`src/hw/rtl/fllq_pkg.sv`:
```
// Shared types, constants and controller/datapath structs for the FIFO/LIFO queue.
package fllq_pkg;

   localparam int DEPTH_DEFAULT = 16;

   localparam int REQ_W      = 2;
   localparam int ID_W       = 32;
   localparam int STORE_ID_W = 31;
   localparam int INFO_W     = 32;
   localparam int STATUS_W   = 2;
   localparam int POS_W      = 9;
   localparam int COUNT_W    = 9;
   localparam int PADDR_W    = 3;
   localparam int PDATA_W    = 32;

   localparam logic [0:0] CSR_IDX_FIFO_MODE = 1'b0;
   localparam logic       FIFO_MODE_RESET   = 1'b1;

   typedef enum logic [REQ_W-1:0] {
      REQ_PUSH  = 2'd0,
      REQ_PULL  = 2'd1,
      REQ_FIND  = 2'd2,
      REQ_CLEAR = 2'd3
   } req_code_type;

   typedef enum logic [STATUS_W-1:0] {
      STATUS_OK      = 2'd0,
      STATUS_INVALID = 2'd1,
      STATUS_EMPTY   = 2'd2,
      STATUS_FULL    = 2'd3
   } status_code_type;

   typedef struct packed {
      logic            capture;
      logic            set_status;
      status_code_type status_code;
      logic            push_write;
      logic            pull_read;
      logic            pull_take;
      logic            scan_start;
      logic            scan_step;
      logic            set_found;
      logic            clear;
      logic            next_read;
      logic            next_take;
      logic            next_empty;
      logic            load_rsp;
   } dp_cmd_type;

   typedef struct packed {
      req_code_type req_code;
      logic         data_ok;
      logic         full;
      logic         empty;
      logic         pend;
      logic         match;
      logic         scan_end;
   } dp_stat_type;

endpackage

```
`src/hw/rtl/fllq_if.sv`:
```
// Request and response channel interfaces (valid/ready with payload).
interface fllq_req_if;
   logic                          valid;
   logic                          ready;
   logic [fllq_pkg::REQ_W-1:0]    req_type;
   logic signed [fllq_pkg::ID_W-1:0] item_id;
   logic [fllq_pkg::INFO_W-1:0]   info_word;
   logic                          info_present;

   modport source (output valid, req_type, item_id, info_word, info_present, input ready);
   modport sink   (input valid, req_type, item_id, info_word, info_present, output ready);
endinterface

interface fllq_rsp_if;
   logic                             valid;
   logic                             ready;
   logic [fllq_pkg::STATUS_W-1:0]    status;
   logic signed [fllq_pkg::ID_W-1:0] pulled_id;
   logic [fllq_pkg::INFO_W-1:0]      pulled_info;
   logic                             found;
   logic signed [fllq_pkg::POS_W-1:0] position;
   logic signed [fllq_pkg::ID_W-1:0] next_id;
   logic [fllq_pkg::COUNT_W-1:0]     entry_count;

   modport source (output valid, status, pulled_id, pulled_info, found, position, next_id,
                   entry_count, input ready);
   modport sink   (input valid, status, pulled_id, pulled_info, found, position, next_id,
                   entry_count, output ready);
endinterface

```
`src/hw/rtl/fifo_lifo_queue_with_search_core.sv`:
```
// Top level of the FIFO/LIFO queue with identifier search.
// Usage:
//   Requests enter on req_ch (valid/ready): push, pull, find or clear, with an
//   identifier, an information word and its presence flag. Each request gives
//   exactly one response on rsp_ch with status, pulled entry, find result, the
//   identifier the next pull would return and the entry count.
//   The fifo_mode register (APB, byte address 0) picks pull order: 1 oldest
//   first, 0 newest first. Write it only while no request is in flight.
// Sequence:
//   One request is worked at a time: decide, a read wait for a pull that removes an
//   entry, a read of the next identifier (skipped when the store is empty), result
//   load. Find reads the stored entries one per cycle through the single RAM read
//   port until a match or the last entry, before the next-identifier read. The
//   next request is accepted from the cycle after the result is loaded.
// Reset:
//   Synchronous, active high: the store empties and fifo_mode returns to 1.
//   Entry storage is not cleared; only occupied entries are ever read.
// Stall:
//   While rsp ready is low the response register holds its result; the block
//   still takes one more request and holds that result until the slot frees.
module fifo_lifo_queue_with_search_core #(
   parameter int DEPTH = fllq_pkg::DEPTH_DEFAULT
) (
   input  logic                           clock,
   input  logic                           reset,
   fllq_req_if.sink                       req_ch,
   fllq_rsp_if.source                     rsp_ch,
   input  logic                           psel,
   input  logic                           penable,
   input  logic                           pwrite,
   input  logic [fllq_pkg::PADDR_W-1:0]   paddr,
   input  logic [fllq_pkg::PDATA_W-1:0]   pwdata,
   output logic [fllq_pkg::PDATA_W-1:0]   prdata,
   output logic                           pready
);

   localparam int AW = $clog2(DEPTH);
   localparam int RW = fllq_pkg::STORE_ID_W + fllq_pkg::INFO_W;

   logic                 fifo_mode_ff, fifo_mode_in;
   logic                 csr_write;
   logic                 csr_hit;

   fllq_pkg::dp_cmd_type  cmd;
   fllq_pkg::dp_stat_type stat;

   logic          ram_wr_en;
   logic [AW-1:0] ram_wr_addr;
   logic [RW-1:0] ram_wr_data;
   logic          ram_rd_en;
   logic [AW-1:0] ram_rd_addr;
   logic [RW-1:0] ram_rd_data;

   // Configuration port: zero-wait APB, one register.
   assign pready    = 1'b1;
   assign csr_hit   = (paddr[2] == fllq_pkg::CSR_IDX_FIFO_MODE);
   assign csr_write = psel && penable && pwrite && pready && csr_hit;

   always_comb begin
      fifo_mode_in = fifo_mode_ff;
      if (csr_write) begin
         fifo_mode_in = pwdata[0];
      end
   end

   always_ff @(posedge clock) begin
      if (reset) begin
         fifo_mode_ff <= fllq_pkg::FIFO_MODE_RESET;
      end else begin
         fifo_mode_ff <= fifo_mode_in;
      end
   end

   assign prdata = csr_hit ? {{(fllq_pkg::PDATA_W-1){1'b0}}, fifo_mode_ff} : '0;

   // Sequence each request through the datapath.
   fllq_ctrl u_ctrl (
      .clock     (clock),
      .reset     (reset),
      .req_valid (req_ch.valid),
      .req_ready (req_ch.ready),
      .rsp_valid (rsp_ch.valid),
      .rsp_ready (rsp_ch.ready),
      .stat      (stat),
      .cmd       (cmd)
   );

   // Hold pointers, count, the request in flight and the response register.
   fllq_dp #(
      .DEPTH (DEPTH)
   ) u_dp (
      .clock           (clock),
      .reset           (reset),
      .fifo_mode       (fifo_mode_ff),
      .cmd             (cmd),
      .stat            (stat),
      .req_type        (req_ch.req_type),
      .item_id         (req_ch.item_id),
      .info_word       (req_ch.info_word),
      .info_present    (req_ch.info_present),
      .ram_wr_en       (ram_wr_en),
      .ram_wr_addr     (ram_wr_addr),
      .ram_wr_data     (ram_wr_data),
      .ram_rd_en       (ram_rd_en),
      .ram_rd_addr     (ram_rd_addr),
      .ram_rd_data     (ram_rd_data),
      .rsp_status      (rsp_ch.status),
      .rsp_pulled_id   (rsp_ch.pulled_id),
      .rsp_pulled_info (rsp_ch.pulled_info),
      .rsp_found       (rsp_ch.found),
      .rsp_position    (rsp_ch.position),
      .rsp_next_id     (rsp_ch.next_id),
      .rsp_entry_count (rsp_ch.entry_count)
   );

   // Entry storage: identifier and information word side by side.
   fllq_ram #(
      .WIDTH (RW),
      .DEPTH (DEPTH)
   ) u_ram (
      .clock   (clock),
      .wr_en   (ram_wr_en),
      .wr_addr (ram_wr_addr),
      .wr_data (ram_wr_data),
      .rd_en   (ram_rd_en),
      .rd_addr (ram_rd_addr),
      .rd_data (ram_rd_data)
   );

endmodule

```
`src/hw/rtl/fllq_ram.sv`:
```
// Generic single-write, single-read RAM with registered read data.
module fllq_ram #(
   parameter int WIDTH = 8,
   parameter int DEPTH = 16
) (
   input  logic                     clock,
   input  logic                     wr_en,
   input  logic [$clog2(DEPTH)-1:0] wr_addr,
   input  logic [WIDTH-1:0]         wr_data,
   input  logic                     rd_en,
   input  logic [$clog2(DEPTH)-1:0] rd_addr,
   output logic [WIDTH-1:0]         rd_data
);

   logic [WIDTH-1:0] mem_ff [DEPTH];
   logic [WIDTH-1:0] rd_data_ff;

   always_ff @(posedge clock) begin
      if (wr_en) begin
         mem_ff[wr_addr] <= wr_data;
      end
      if (rd_en) begin
         rd_data_ff <= mem_ff[rd_addr];
      end
   end

   assign rd_data = rd_data_ff;

endmodule

```
`src/hw/rtl/fllq_ctrl.sv`:
```
// Request sequencer: steps each request through decide, memory reads and result load.
module fllq_ctrl (
   input  logic                   clock,
   input  logic                   reset,
   input  logic                   req_valid,
   output logic                   req_ready,
   output logic                   rsp_valid,
   input  logic                   rsp_ready,
   input  fllq_pkg::dp_stat_type  stat,
   output fllq_pkg::dp_cmd_type   cmd
);

   typedef enum logic [2:0] {
      ST_IDLE,
      ST_DECIDE,
      ST_PULL_WAIT,
      ST_FIND,
      ST_NEXT_READ,
      ST_NEXT_WAIT,
      ST_OUT
   } state_type;

   state_type state_ff, state_in;
   logic      rsp_valid_ff, rsp_valid_in;

   always_comb begin
      cmd      = '0;
      state_in = state_ff;
      case (state_ff)
         ST_IDLE: begin
            if (req_valid) begin
               cmd.capture = 1'b1;
               state_in    = ST_DECIDE;
            end
         end
         ST_DECIDE: begin
            state_in = ST_NEXT_READ;
            case (stat.req_code)
               fllq_pkg::REQ_PUSH: begin
                  if (!stat.data_ok) begin
                     cmd.set_status  = 1'b1;
                     cmd.status_code = fllq_pkg::STATUS_INVALID;
                  end else if (stat.full) begin
                     cmd.set_status  = 1'b1;
                     cmd.status_code = fllq_pkg::STATUS_FULL;
                  end else begin
                     cmd.push_write = 1'b1;
                  end
               end
               fllq_pkg::REQ_PULL: begin
                  if (stat.empty) begin
                     cmd.set_status  = 1'b1;
                     cmd.status_code = fllq_pkg::STATUS_EMPTY;
                  end else begin
                     cmd.pull_read = 1'b1;
                     state_in      = ST_PULL_WAIT;
                  end
               end
               fllq_pkg::REQ_FIND: begin
                  cmd.scan_start = 1'b1;
                  state_in       = ST_FIND;
               end
               fllq_pkg::REQ_CLEAR: begin
                  cmd.clear = 1'b1;
               end
               default: begin
                  state_in = ST_NEXT_READ;
               end
            endcase
         end
         ST_PULL_WAIT: begin
            cmd.pull_take = 1'b1;
            state_in      = ST_NEXT_READ;
         end
         ST_FIND: begin
            if (stat.pend && stat.match) begin
               cmd.set_found = 1'b1;
               state_in      = ST_NEXT_READ;
            end else if (!stat.pend && stat.scan_end) begin
               state_in = ST_NEXT_READ;
            end else begin
               cmd.scan_step = 1'b1;
            end
         end
         ST_NEXT_READ: begin
            if (stat.empty) begin
               cmd.next_empty = 1'b1;
               state_in       = ST_OUT;
            end else begin
               cmd.next_read = 1'b1;
               state_in      = ST_NEXT_WAIT;
            end
         end
         ST_NEXT_WAIT: begin
            cmd.next_take = 1'b1;
            state_in      = ST_OUT;
         end
         ST_OUT: begin
            if (!rsp_valid_ff || rsp_ready) begin
               cmd.load_rsp = 1'b1;
               state_in     = ST_IDLE;
            end
         end
         default: begin
            state_in = ST_IDLE;
         end
      endcase
   end

   always_comb begin
      if (cmd.load_rsp) begin
         rsp_valid_in = 1'b1;
      end else if (rsp_ready) begin
         rsp_valid_in = 1'b0;
      end else begin
         rsp_valid_in = rsp_valid_ff;
      end
   end

   always_ff @(posedge clock) begin
      if (reset) begin
         state_ff     <= ST_IDLE;
         rsp_valid_ff <= 1'b0;
      end else begin
         state_ff     <= state_in;
         rsp_valid_ff <= rsp_valid_in;
      end
   end

   assign req_ready = (state_ff == ST_IDLE);
   assign rsp_valid = rsp_valid_ff;

endmodule

```
`src/hw/rtl/fllq_dp.sv`:
```
// Queue datapath: ring pointers, request capture, search scan and response registers.
module fllq_dp #(
   parameter int DEPTH = fllq_pkg::DEPTH_DEFAULT
) (
   input  logic                                clock,
   input  logic                                reset,
   input  logic                                fifo_mode,
   input  fllq_pkg::dp_cmd_type                cmd,
   output fllq_pkg::dp_stat_type               stat,
   input  logic [fllq_pkg::REQ_W-1:0]          req_type,
   input  logic signed [fllq_pkg::ID_W-1:0]    item_id,
   input  logic [fllq_pkg::INFO_W-1:0]         info_word,
   input  logic                                info_present,
   output logic                                ram_wr_en,
   output logic [$clog2(DEPTH)-1:0]            ram_wr_addr,
   output logic [fllq_pkg::STORE_ID_W+fllq_pkg::INFO_W-1:0] ram_wr_data,
   output logic                                ram_rd_en,
   output logic [$clog2(DEPTH)-1:0]            ram_rd_addr,
   input  logic [fllq_pkg::STORE_ID_W+fllq_pkg::INFO_W-1:0] ram_rd_data,
   output logic [fllq_pkg::STATUS_W-1:0]       rsp_status,
   output logic signed [fllq_pkg::ID_W-1:0]    rsp_pulled_id,
   output logic [fllq_pkg::INFO_W-1:0]         rsp_pulled_info,
   output logic                                rsp_found,
   output logic signed [fllq_pkg::POS_W-1:0]   rsp_position,
   output logic signed [fllq_pkg::ID_W-1:0]    rsp_next_id,
   output logic [fllq_pkg::COUNT_W-1:0]        rsp_entry_count
);

   localparam int AW   = $clog2(DEPTH);
   localparam int CW   = $clog2(DEPTH + 1);
   localparam int IDW  = fllq_pkg::ID_W;
   localparam int SIDW = fllq_pkg::STORE_ID_W;
   localparam int IFW  = fllq_pkg::INFO_W;
   localparam int PW   = fllq_pkg::POS_W;

   function automatic logic [AW-1:0] wrap_slot(input logic [AW-1:0] base,
                                                input logic [AW-1:0] off);
      logic [AW:0] sum;
      sum = {1'b0, base} + {1'b0, off};
      if (sum >= (AW+1)'(DEPTH)) begin
         sum = sum - (AW+1)'(DEPTH);
      end
      return sum[AW-1:0];
   endfunction

   // control state
   logic [CW-1:0] count_ff, count_in;
   logic [AW-1:0] oldest_ff, oldest_in;
   logic [CW-1:0] rd_k_ff, rd_k_in;
   logic          pend_ff, pend_in;
   logic [CW-1:0] pend_k_ff, pend_k_in;

   // captured request
   fllq_pkg::req_code_type    op_ff, op_in;
   logic signed [IDW-1:0]     key_ff, key_in;
   logic [IFW-1:0]            info_ff, info_in;
   logic                      present_ff, present_in;

   // working result
   fllq_pkg::status_code_type status_ff, status_in;
   logic signed [IDW-1:0]     pid_ff, pid_in;
   logic [IFW-1:0]            pinfo_ff, pinfo_in;
   logic                      found_ff, found_in;
   logic signed [PW-1:0]      pos_ff, pos_in;
   logic signed [IDW-1:0]     next_ff, next_in;

   // response register
   logic [fllq_pkg::STATUS_W-1:0] rsp_status_ff;
   logic signed [IDW-1:0]         rsp_pid_ff;
   logic [IFW-1:0]                rsp_pinfo_ff;
   logic                          rsp_found_ff;
   logic signed [PW-1:0]          rsp_pos_ff;
   logic signed [IDW-1:0]         rsp_next_ff;
   logic [CW-1:0]                 rsp_count_ff;

   logic [CW-1:0]   count_m1;
   logic [CW-1:0]   scan_off;
   logic [AW-1:0]   next_slot;
   logic [AW-1:0]   push_slot;
   logic [AW-1:0]   scan_slot;
   logic            scan_end;
   logic [SIDW-1:0] rd_id;
   logic [IFW-1:0]  rd_info;

   assign rd_id    = ram_rd_data[SIDW+IFW-1:IFW];
   assign rd_info  = ram_rd_data[IFW-1:0];
   assign count_m1 = count_ff - CW'(1);
   assign scan_off = fifo_mode ? (count_m1 - rd_k_ff) : rd_k_ff;
   assign next_slot = fifo_mode ? oldest_ff : wrap_slot(oldest_ff, count_m1[AW-1:0]);
   assign push_slot = wrap_slot(oldest_ff, count_ff[AW-1:0]);
   assign scan_slot = wrap_slot(oldest_ff, scan_off[AW-1:0]);
   assign scan_end  = (rd_k_ff >= count_ff);

   assign stat.req_code = op_ff;
   assign stat.data_ok  = (key_ff > 0) && present_ff;
   assign stat.full     = (count_ff == CW'(DEPTH));
   assign stat.empty    = (count_ff == '0);
   assign stat.pend     = pend_ff;
   assign stat.match    = pend_ff && ($unsigned(key_ff) == {1'b0, rd_id});
   assign stat.scan_end = scan_end;

   assign ram_wr_en   = cmd.push_write;
   assign ram_wr_addr = push_slot;
   assign ram_wr_data = {key_ff[SIDW-1:0], info_ff};
   assign ram_rd_en   = cmd.pull_read || cmd.next_read || (cmd.scan_step && !scan_end);
   assign ram_rd_addr = cmd.scan_step ? scan_slot : next_slot;

   always_comb begin
      count_in   = count_ff;
      oldest_in  = oldest_ff;
      rd_k_in    = rd_k_ff;
      pend_in    = pend_ff;
      pend_k_in  = pend_k_ff;
      op_in      = op_ff;
      key_in     = key_ff;
      info_in    = info_ff;
      present_in = present_ff;
      status_in  = status_ff;
      pid_in     = pid_ff;
      pinfo_in   = pinfo_ff;
      found_in   = found_ff;
      pos_in     = pos_ff;
      next_in    = next_ff;

      if (cmd.capture) begin
         op_in      = fllq_pkg::req_code_type'(req_type);
         key_in     = item_id;
         info_in    = info_word;
         present_in = info_present;
         status_in  = fllq_pkg::STATUS_OK;
         pid_in     = '1;
         pinfo_in   = '0;
         found_in   = 1'b0;
         pos_in     = '1;
      end
      if (cmd.set_status) begin
         status_in = cmd.status_code;
      end
      if (cmd.push_write) begin
         count_in = count_ff + CW'(1);
      end
      if (cmd.pull_take) begin
         pid_in   = {1'b0, rd_id};
         pinfo_in = rd_info;
         count_in = count_m1;
         if (fifo_mode) begin
            oldest_in = wrap_slot(oldest_ff, AW'(1));
         end
      end
      if (cmd.scan_start) begin
         rd_k_in = '0;
         pend_in = 1'b0;
      end
      if (cmd.scan_step) begin
         pend_in   = !scan_end;
         pend_k_in = rd_k_ff;
         if (!scan_end) begin
            rd_k_in = rd_k_ff + CW'(1);
         end
      end
      if (cmd.set_found) begin
         found_in = 1'b1;
         pos_in   = PW'(pend_k_ff);
      end
      if (cmd.clear) begin
         count_in  = '0;
         oldest_in = '0;
      end
      if (cmd.next_take) begin
         next_in = {1'b0, rd_id};
      end
      if (cmd.next_empty) begin
         next_in = '1;
      end
   end

   always_ff @(posedge clock) begin
      if (reset) begin
         count_ff  <= '0;
         oldest_ff <= '0;
         rd_k_ff   <= '0;
         pend_ff   <= 1'b0;
      end else begin
         count_ff  <= count_in;
         oldest_ff <= oldest_in;
         rd_k_ff   <= rd_k_in;
         pend_ff   <= pend_in;
      end
   end

   always_ff @(posedge clock) begin
      pend_k_ff  <= pend_k_in;
      op_ff      <= op_in;
      key_ff     <= key_in;
      info_ff    <= info_in;
      present_ff <= present_in;
      status_ff  <= status_in;
      pid_ff     <= pid_in;
      pinfo_ff   <= pinfo_in;
      found_ff   <= found_in;
      pos_ff     <= pos_in;
      next_ff    <= next_in;
      if (cmd.load_rsp) begin
         rsp_status_ff <= status_ff;
         rsp_pid_ff    <= pid_ff;
         rsp_pinfo_ff  <= pinfo_ff;
         rsp_found_ff  <= found_ff;
         rsp_pos_ff    <= pos_ff;
         rsp_next_ff   <= next_ff;
         rsp_count_ff  <= count_ff;
      end
   end

   assign rsp_status      = rsp_status_ff;
   assign rsp_pulled_id   = rsp_pid_ff;
   assign rsp_pulled_info = rsp_pinfo_ff;
   assign rsp_found       = rsp_found_ff;
   assign rsp_position    = rsp_pos_ff;
   assign rsp_next_id     = rsp_next_ff;
   assign rsp_entry_count = fllq_pkg::COUNT_W'(rsp_count_ff);

`ifndef ASSERT_OFF
   a_push_not_full: assert property (@(posedge clock) disable iff (reset)
      cmd.push_write |-> (count_ff < CW'(DEPTH)))
      else $error("push written into a full store");

   a_clear_empties: assert property (@(posedge clock) disable iff (reset)
      cmd.clear |=> (count_ff == '0 && oldest_ff == '0))
      else $error("clear did not empty the store");

   a_pull_decrements: assert property (@(posedge clock) disable iff (reset)
      cmd.pull_take |=> (count_ff == $past(count_ff) - CW'(1)))
      else $error("pull did not remove exactly one entry");

   a_found_in_range: assert property (@(posedge clock) disable iff (reset)
      cmd.set_found |-> (pend_ff && pend_k_ff < count_ff))
      else $error("find hit outside the stored entries");
`endif

endmodule
```
`src/flat_wrapper.sv`:
```
// flat-port wrapper written by rule: the top's interface ports become plain ports
module fifo_lifo_queue_with_search_core_flat 
#(
   parameter int DEPTH = fllq_pkg::DEPTH_DEFAULT
)
  (clock, reset, psel, penable, pwrite, paddr, pwdata, prdata, pready, req_ch_valid, req_ch_req_type, req_ch_item_id, req_ch_info_word, req_ch_info_present, req_ch_ready, rsp_ch_valid, rsp_ch_status, rsp_ch_pulled_id, rsp_ch_pulled_info, rsp_ch_found, rsp_ch_position, rsp_ch_next_id, rsp_ch_entry_count, rsp_ch_ready);
  fllq_req_if req_ch_i ();
  fllq_rsp_if rsp_ch_i ();
  input  logic clock;
  input  logic reset;
  input  logic psel;
  input  logic penable;
  input  logic pwrite;
  input  logic [fllq_pkg::PADDR_W-1:0] paddr;
  input  logic [fllq_pkg::PDATA_W-1:0] pwdata;
  output logic [fllq_pkg::PDATA_W-1:0] prdata;
  output logic pready;
  input wire logic [$bits(req_ch_i.valid)-1:0] req_ch_valid;
  input wire logic [$bits(req_ch_i.req_type)-1:0] req_ch_req_type;
  input wire logic [$bits(req_ch_i.item_id)-1:0] req_ch_item_id;
  input wire logic [$bits(req_ch_i.info_word)-1:0] req_ch_info_word;
  input wire logic [$bits(req_ch_i.info_present)-1:0] req_ch_info_present;
  output wire logic [$bits(req_ch_i.ready)-1:0] req_ch_ready;
  output wire logic [$bits(rsp_ch_i.valid)-1:0] rsp_ch_valid;
  output wire logic [$bits(rsp_ch_i.status)-1:0] rsp_ch_status;
  output wire logic [$bits(rsp_ch_i.pulled_id)-1:0] rsp_ch_pulled_id;
  output wire logic [$bits(rsp_ch_i.pulled_info)-1:0] rsp_ch_pulled_info;
  output wire logic [$bits(rsp_ch_i.found)-1:0] rsp_ch_found;
  output wire logic [$bits(rsp_ch_i.position)-1:0] rsp_ch_position;
  output wire logic [$bits(rsp_ch_i.next_id)-1:0] rsp_ch_next_id;
  output wire logic [$bits(rsp_ch_i.entry_count)-1:0] rsp_ch_entry_count;
  input wire logic [$bits(rsp_ch_i.ready)-1:0] rsp_ch_ready;
  assign req_ch_i.valid = req_ch_valid;
  assign req_ch_i.req_type = req_ch_req_type;
  assign req_ch_i.item_id = req_ch_item_id;
  assign req_ch_i.info_word = req_ch_info_word;
  assign req_ch_i.info_present = req_ch_info_present;
  assign req_ch_ready = req_ch_i.ready;
  assign rsp_ch_valid = rsp_ch_i.valid;
  assign rsp_ch_status = rsp_ch_i.status;
  assign rsp_ch_pulled_id = rsp_ch_i.pulled_id;
  assign rsp_ch_pulled_info = rsp_ch_i.pulled_info;
  assign rsp_ch_found = rsp_ch_i.found;
  assign rsp_ch_position = rsp_ch_i.position;
  assign rsp_ch_next_id = rsp_ch_i.next_id;
  assign rsp_ch_entry_count = rsp_ch_i.entry_count;
  assign rsp_ch_i.ready = rsp_ch_ready;
  fifo_lifo_queue_with_search_core #(.DEPTH(DEPTH)) u_core (.clock(clock), .reset(reset), .req_ch(req_ch_i), .rsp_ch(rsp_ch_i), .psel(psel), .penable(penable), .pwrite(pwrite), .paddr(paddr), .pwdata(pwdata), .prdata(prdata), .pready(pready));
endmodule
```
`config.mk`:
```
export PLATFORM = sky130hd
export DESIGN_NAME = fifo_lifo_queue_with_search_core_flat
export DESIGN_NICKNAME = d
export VERILOG_FILES = /design/src/hw/rtl/fllq_pkg.sv /design/src/hw/rtl/fllq_if.sv /design/src/hw/rtl/fifo_lifo_queue_with_search_core.sv /design/src/hw/rtl/fllq_ram.sv /design/src/hw/rtl/fllq_ctrl.sv /design/src/hw/rtl/fllq_dp.sv /design/src/flat_wrapper.sv
export SDC_FILE = /design/constraint.sdc
export NUM_CORES = 2
export LEC_CHECK = 0
export ABC_AREA = 1
export ABC_CLOCK_PERIOD_IN_PS = 5750
export BUFFER_PORTS_ARGS = -buffer_cell sky130_fd_sc_hd__buf_2
export CAP_MARGIN = 40
export CORE_ASPECT_RATIO = 1.5
export CORE_MARGIN = 1.5
export CORE_UTILIZATION = 32
export DETAILED_ROUTE_END_ITERATION = 10
export PLACE_DENSITY = 0.5
export SLEW_MARGIN = 20
export SYNTH_ARGS = -nofsm -noshare
export SYNTH_HDL_FRONTEND = slang
export SYNTH_SLANG_ARGS = --single-unit
export TNS_END_PERCENT = 100
```
`constraint.sdc`:
```
create_clock -name clock -period 5.75 [get_ports clock]
set_input_delay 0.8625 -clock clock [delete_from_list [all_inputs] [get_ports clock]]
set_output_delay 0.8625 -clock clock [all_outputs]
set_load 0.005 [all_outputs]
```
==> run summary <==
mean post-synth cell area - 11.0 um2
fraction of the mapped netlist area in adder cells - 0.00697
top-area cell type share of the netlist area - 0.683
placed cells - 7742
Compound-Gate Fraction of Synth Area - 0.00948
most frequent cells in the layout - 1323 x edfxtp_1, 1225 x nand3_1, 1150 x inv_1
DRC Markers - 0
I/O pin count - 261
first-pass GRT wire length - 238 mm
WP data required - 6.26 ns
slowest stage cell, crit path - dfxtp_1
cell taking the most area after synthesis - edfxtp_1
Cell Area, Synth - 0.0582 mm2
clk sinks - 1378
clk root buf - clkbuf_16
vias per std cell - 4.65
GPL Wtd Cong - 0.792
Non-Filler Instances - 7977
DIE HEIGHT - 525 um
sequence of cells on the critical path - inv_1 > ha_1 > xor2_1 > ha_1 > xor2_1 > a21oi_1 > ha_1 > a21oi_1 > nand2_1 > xor2_1 > xor2_1 > nand2_1 > nand2_4 > clkinv_2 > buf_4 > nand3_1 > nand2_1
xor and xnor area share after synthesis - 0.00316
Synth area leaders - edfxtp_1 68%, nand3_1 11%, inv_1 7.4%
outcome - completed
RSZ-0062 raised after global routing - no
Final Max Tran Viols - 0
Core ar. - 0.181 mm2
crit start category - flop
Area growth syn-to-layout - 14.3%
CP most frequent cell - xor2_1
CTS Buf Count - 131
DIE WIDTH - 351 um
row count - 191
Place WS - 1.13 ns
CTS Buffer Depth - 3
Starting Density - 0.322
via count - 37056
final WL - 161 mm
initial antenna violation count - 9
Synth Area in Simple Gates - 0.177
Clk pin slew, worst setup/hold paths - 0.06 ns
setup TNS - 0 ns
worst skew pair latency - 0.78 ns
Crit. End Element - flop
number of post-CTS setup repair buffers - 0
LEAKAGE - 27.3 nW
clk_skew - 0.0285 ns
sequential share of the synthesized area - 0.702
Least-Margin Pin Slew - 0.995 ns
fin util - 0.368
cell family with most CP delay - buffers and inverters
total track usage - 0.174
CTS tree - built
CP arrival - 5.06 ns
global route overflow - 0
#FFs+latches synth - 1378
largest family of logic cells by synthesized area - simple AND/OR/NAND/NOR gates
final hold violation count - 0
f_max - 0.219 GHz
most common cell after layout, fill and taps aside - edfxtp_1
Slowest Stage Delay on Critical Path - 0.53 ns
Antenna Violating Nets Remaining - 0
DRT Pass-1 Iters - 5
CTS Hold Bufs - 0
Ys Warns - 0
placed instance area - 0.0624 mm2
die area - 0.184 mm2
per-cell routed wire length - 20.2 um
Final HPWL DP - 85.5 mm
DRT iter0 DRCs - 2659
vias in the first global route - 36220
Max Cap Viol - 0
Final setup viols - 0
PortBufs - 191
CTS H-Tree Depth - 4
Crit path buffers/inverters - 3
CP Max Fanout - 25
overall power - 26.6 mW
Layout fillers - 17620
pin count of the biggest net entering global routing - 151
mux cell area share after synthesis - 0
slew margin rel. - 0.337
Netlist cell types - 33
Setup CP Type - flop to flop
Worst VDD drop - 0.324 mV
tightest hold margin - 0.260 ns
setup slack after layout - 1.19 ns
minimum clock period - 4.56 ns
Power Density - 400 mW/mm2
final net count - 5603
Final Cell Area - 0.0665 mm2
layout cells sized above 1 - 0.0928
Final Cycle Share - 0.792
Post-CTS Resized - 0
Synth Instances - 5302
Hold WC Path Type - primary input to flop
worst paths after layout:
check                                             start                           end  slack [ns]  cells past startpoint
worst max-delay path            u_core.u_dp.count_ff[0]      u_core.u_ram.rd_data[52]        1.19                     17
worst min-delay path                req_ch_info_word[8]        u_core.u_dp.info_ff[8]        0.26                      1
worst max register to register  u_core.u_dp.count_ff[0]      u_core.u_ram.rd_data[52]        1.19                     17
worst min register to register    u_core.u_dp.pid_ff[7]  u_core.u_dp.rsp_pulled_id[7]        0.42                      0
layout make-up:
cell class                      count  area (um2)  share of cell area
Sequential cell                  1378       40800               0.614
Clock buffer                      174        3500              0.0526
Antenna cell                        3        7.51            0.000113
Multi-Input combinational cell   2495       11800               0.178
Timing Repair Buffer              289        2340              0.0351
Clock inverter                     57         589             0.00886
Inverter                         1169        4390              0.0660
Tap cell                         2412        3020              0.0454
power by group:
part	switching (mW)	leakage, nW	internal [mW]
registers	0.668	12.3	12.3
clock network	3.85	1.98	4.61
logic	3.69	13.1	1.42
total	8.21	27.3	18.4
synthesized netlist by cell type (all sizes together):
library cell  instances
nand4                 4
nand3              1227
a21oi                16
nor3b                 2
a221oi                1
o21a                  3
or2                   6
xnor2                10
nor3                  7
ha                   26
edfxtp             1323
clkbuf               87
fa                    4
o21bai                1
clkinv                2
xor2                 11
buf                 207
o211ai               35
conb                  2
nor2                104
a211oi                6
o21ai                21
nand2               973
a31oi                 2
inv                1167
dfxtp                55
layer usage:
metal / global-route usage / wire length (um)
met1: 0.219 / 68000
met2: 0.306 / 81100
met3: 0.0217 / 7280
met4: 0.0603 / 4820
met5: 0 / 44
flip-flops by register name (all words and copies together) (netlist names), 2 cells and up:
signal                       flops
u_core.u_ctrl.state_ff           3
u_core.u_ram.rd_data            63
u_core.u_dp.op_ff                2
u_core.u_dp.info_ff             32
u_core.u_ram.mem_ff           1008
u_core.u_dp.count_ff             5
u_core.u_dp.next_ff             32
u_core.u_dp.pinfo_ff            32
u_core.u_dp.rsp_status           2
u_core.u_dp.key_ff              32
u_core.u_dp.status_ff            2
u_core.u_dp.pend_k_ff            5
u_core.u_dp.pos_ff               6
u_core.u_dp.rd_k_ff              5
u_core.u_dp.rsp_next_id         32
u_core.u_dp.rsp_count_ff         5
u_core.u_dp.rsp_position         6
u_core.u_dp.pid_ff              32
u_core.u_dp.rsp_pulled_id       32
u_core.u_dp.rsp_pulled_info     32
u_core.u_dp.oldest_ff            4
logic make-up (layout without fill, tap and decap cells):
logic type | count (synthesis) | count (layout)
DFF | 1378 | 1378
buffers and inverters | 1463 | 1689
and+or+nand+nor | 2323 | 2323
AOI/OAI and AO/OA | 85 | 85
other | 2 | 39
adders and majority gates | 30 | 30
xor gates and xnor gates | 21 | 21
Note: power is estimated with default switching activity, not from simulation.
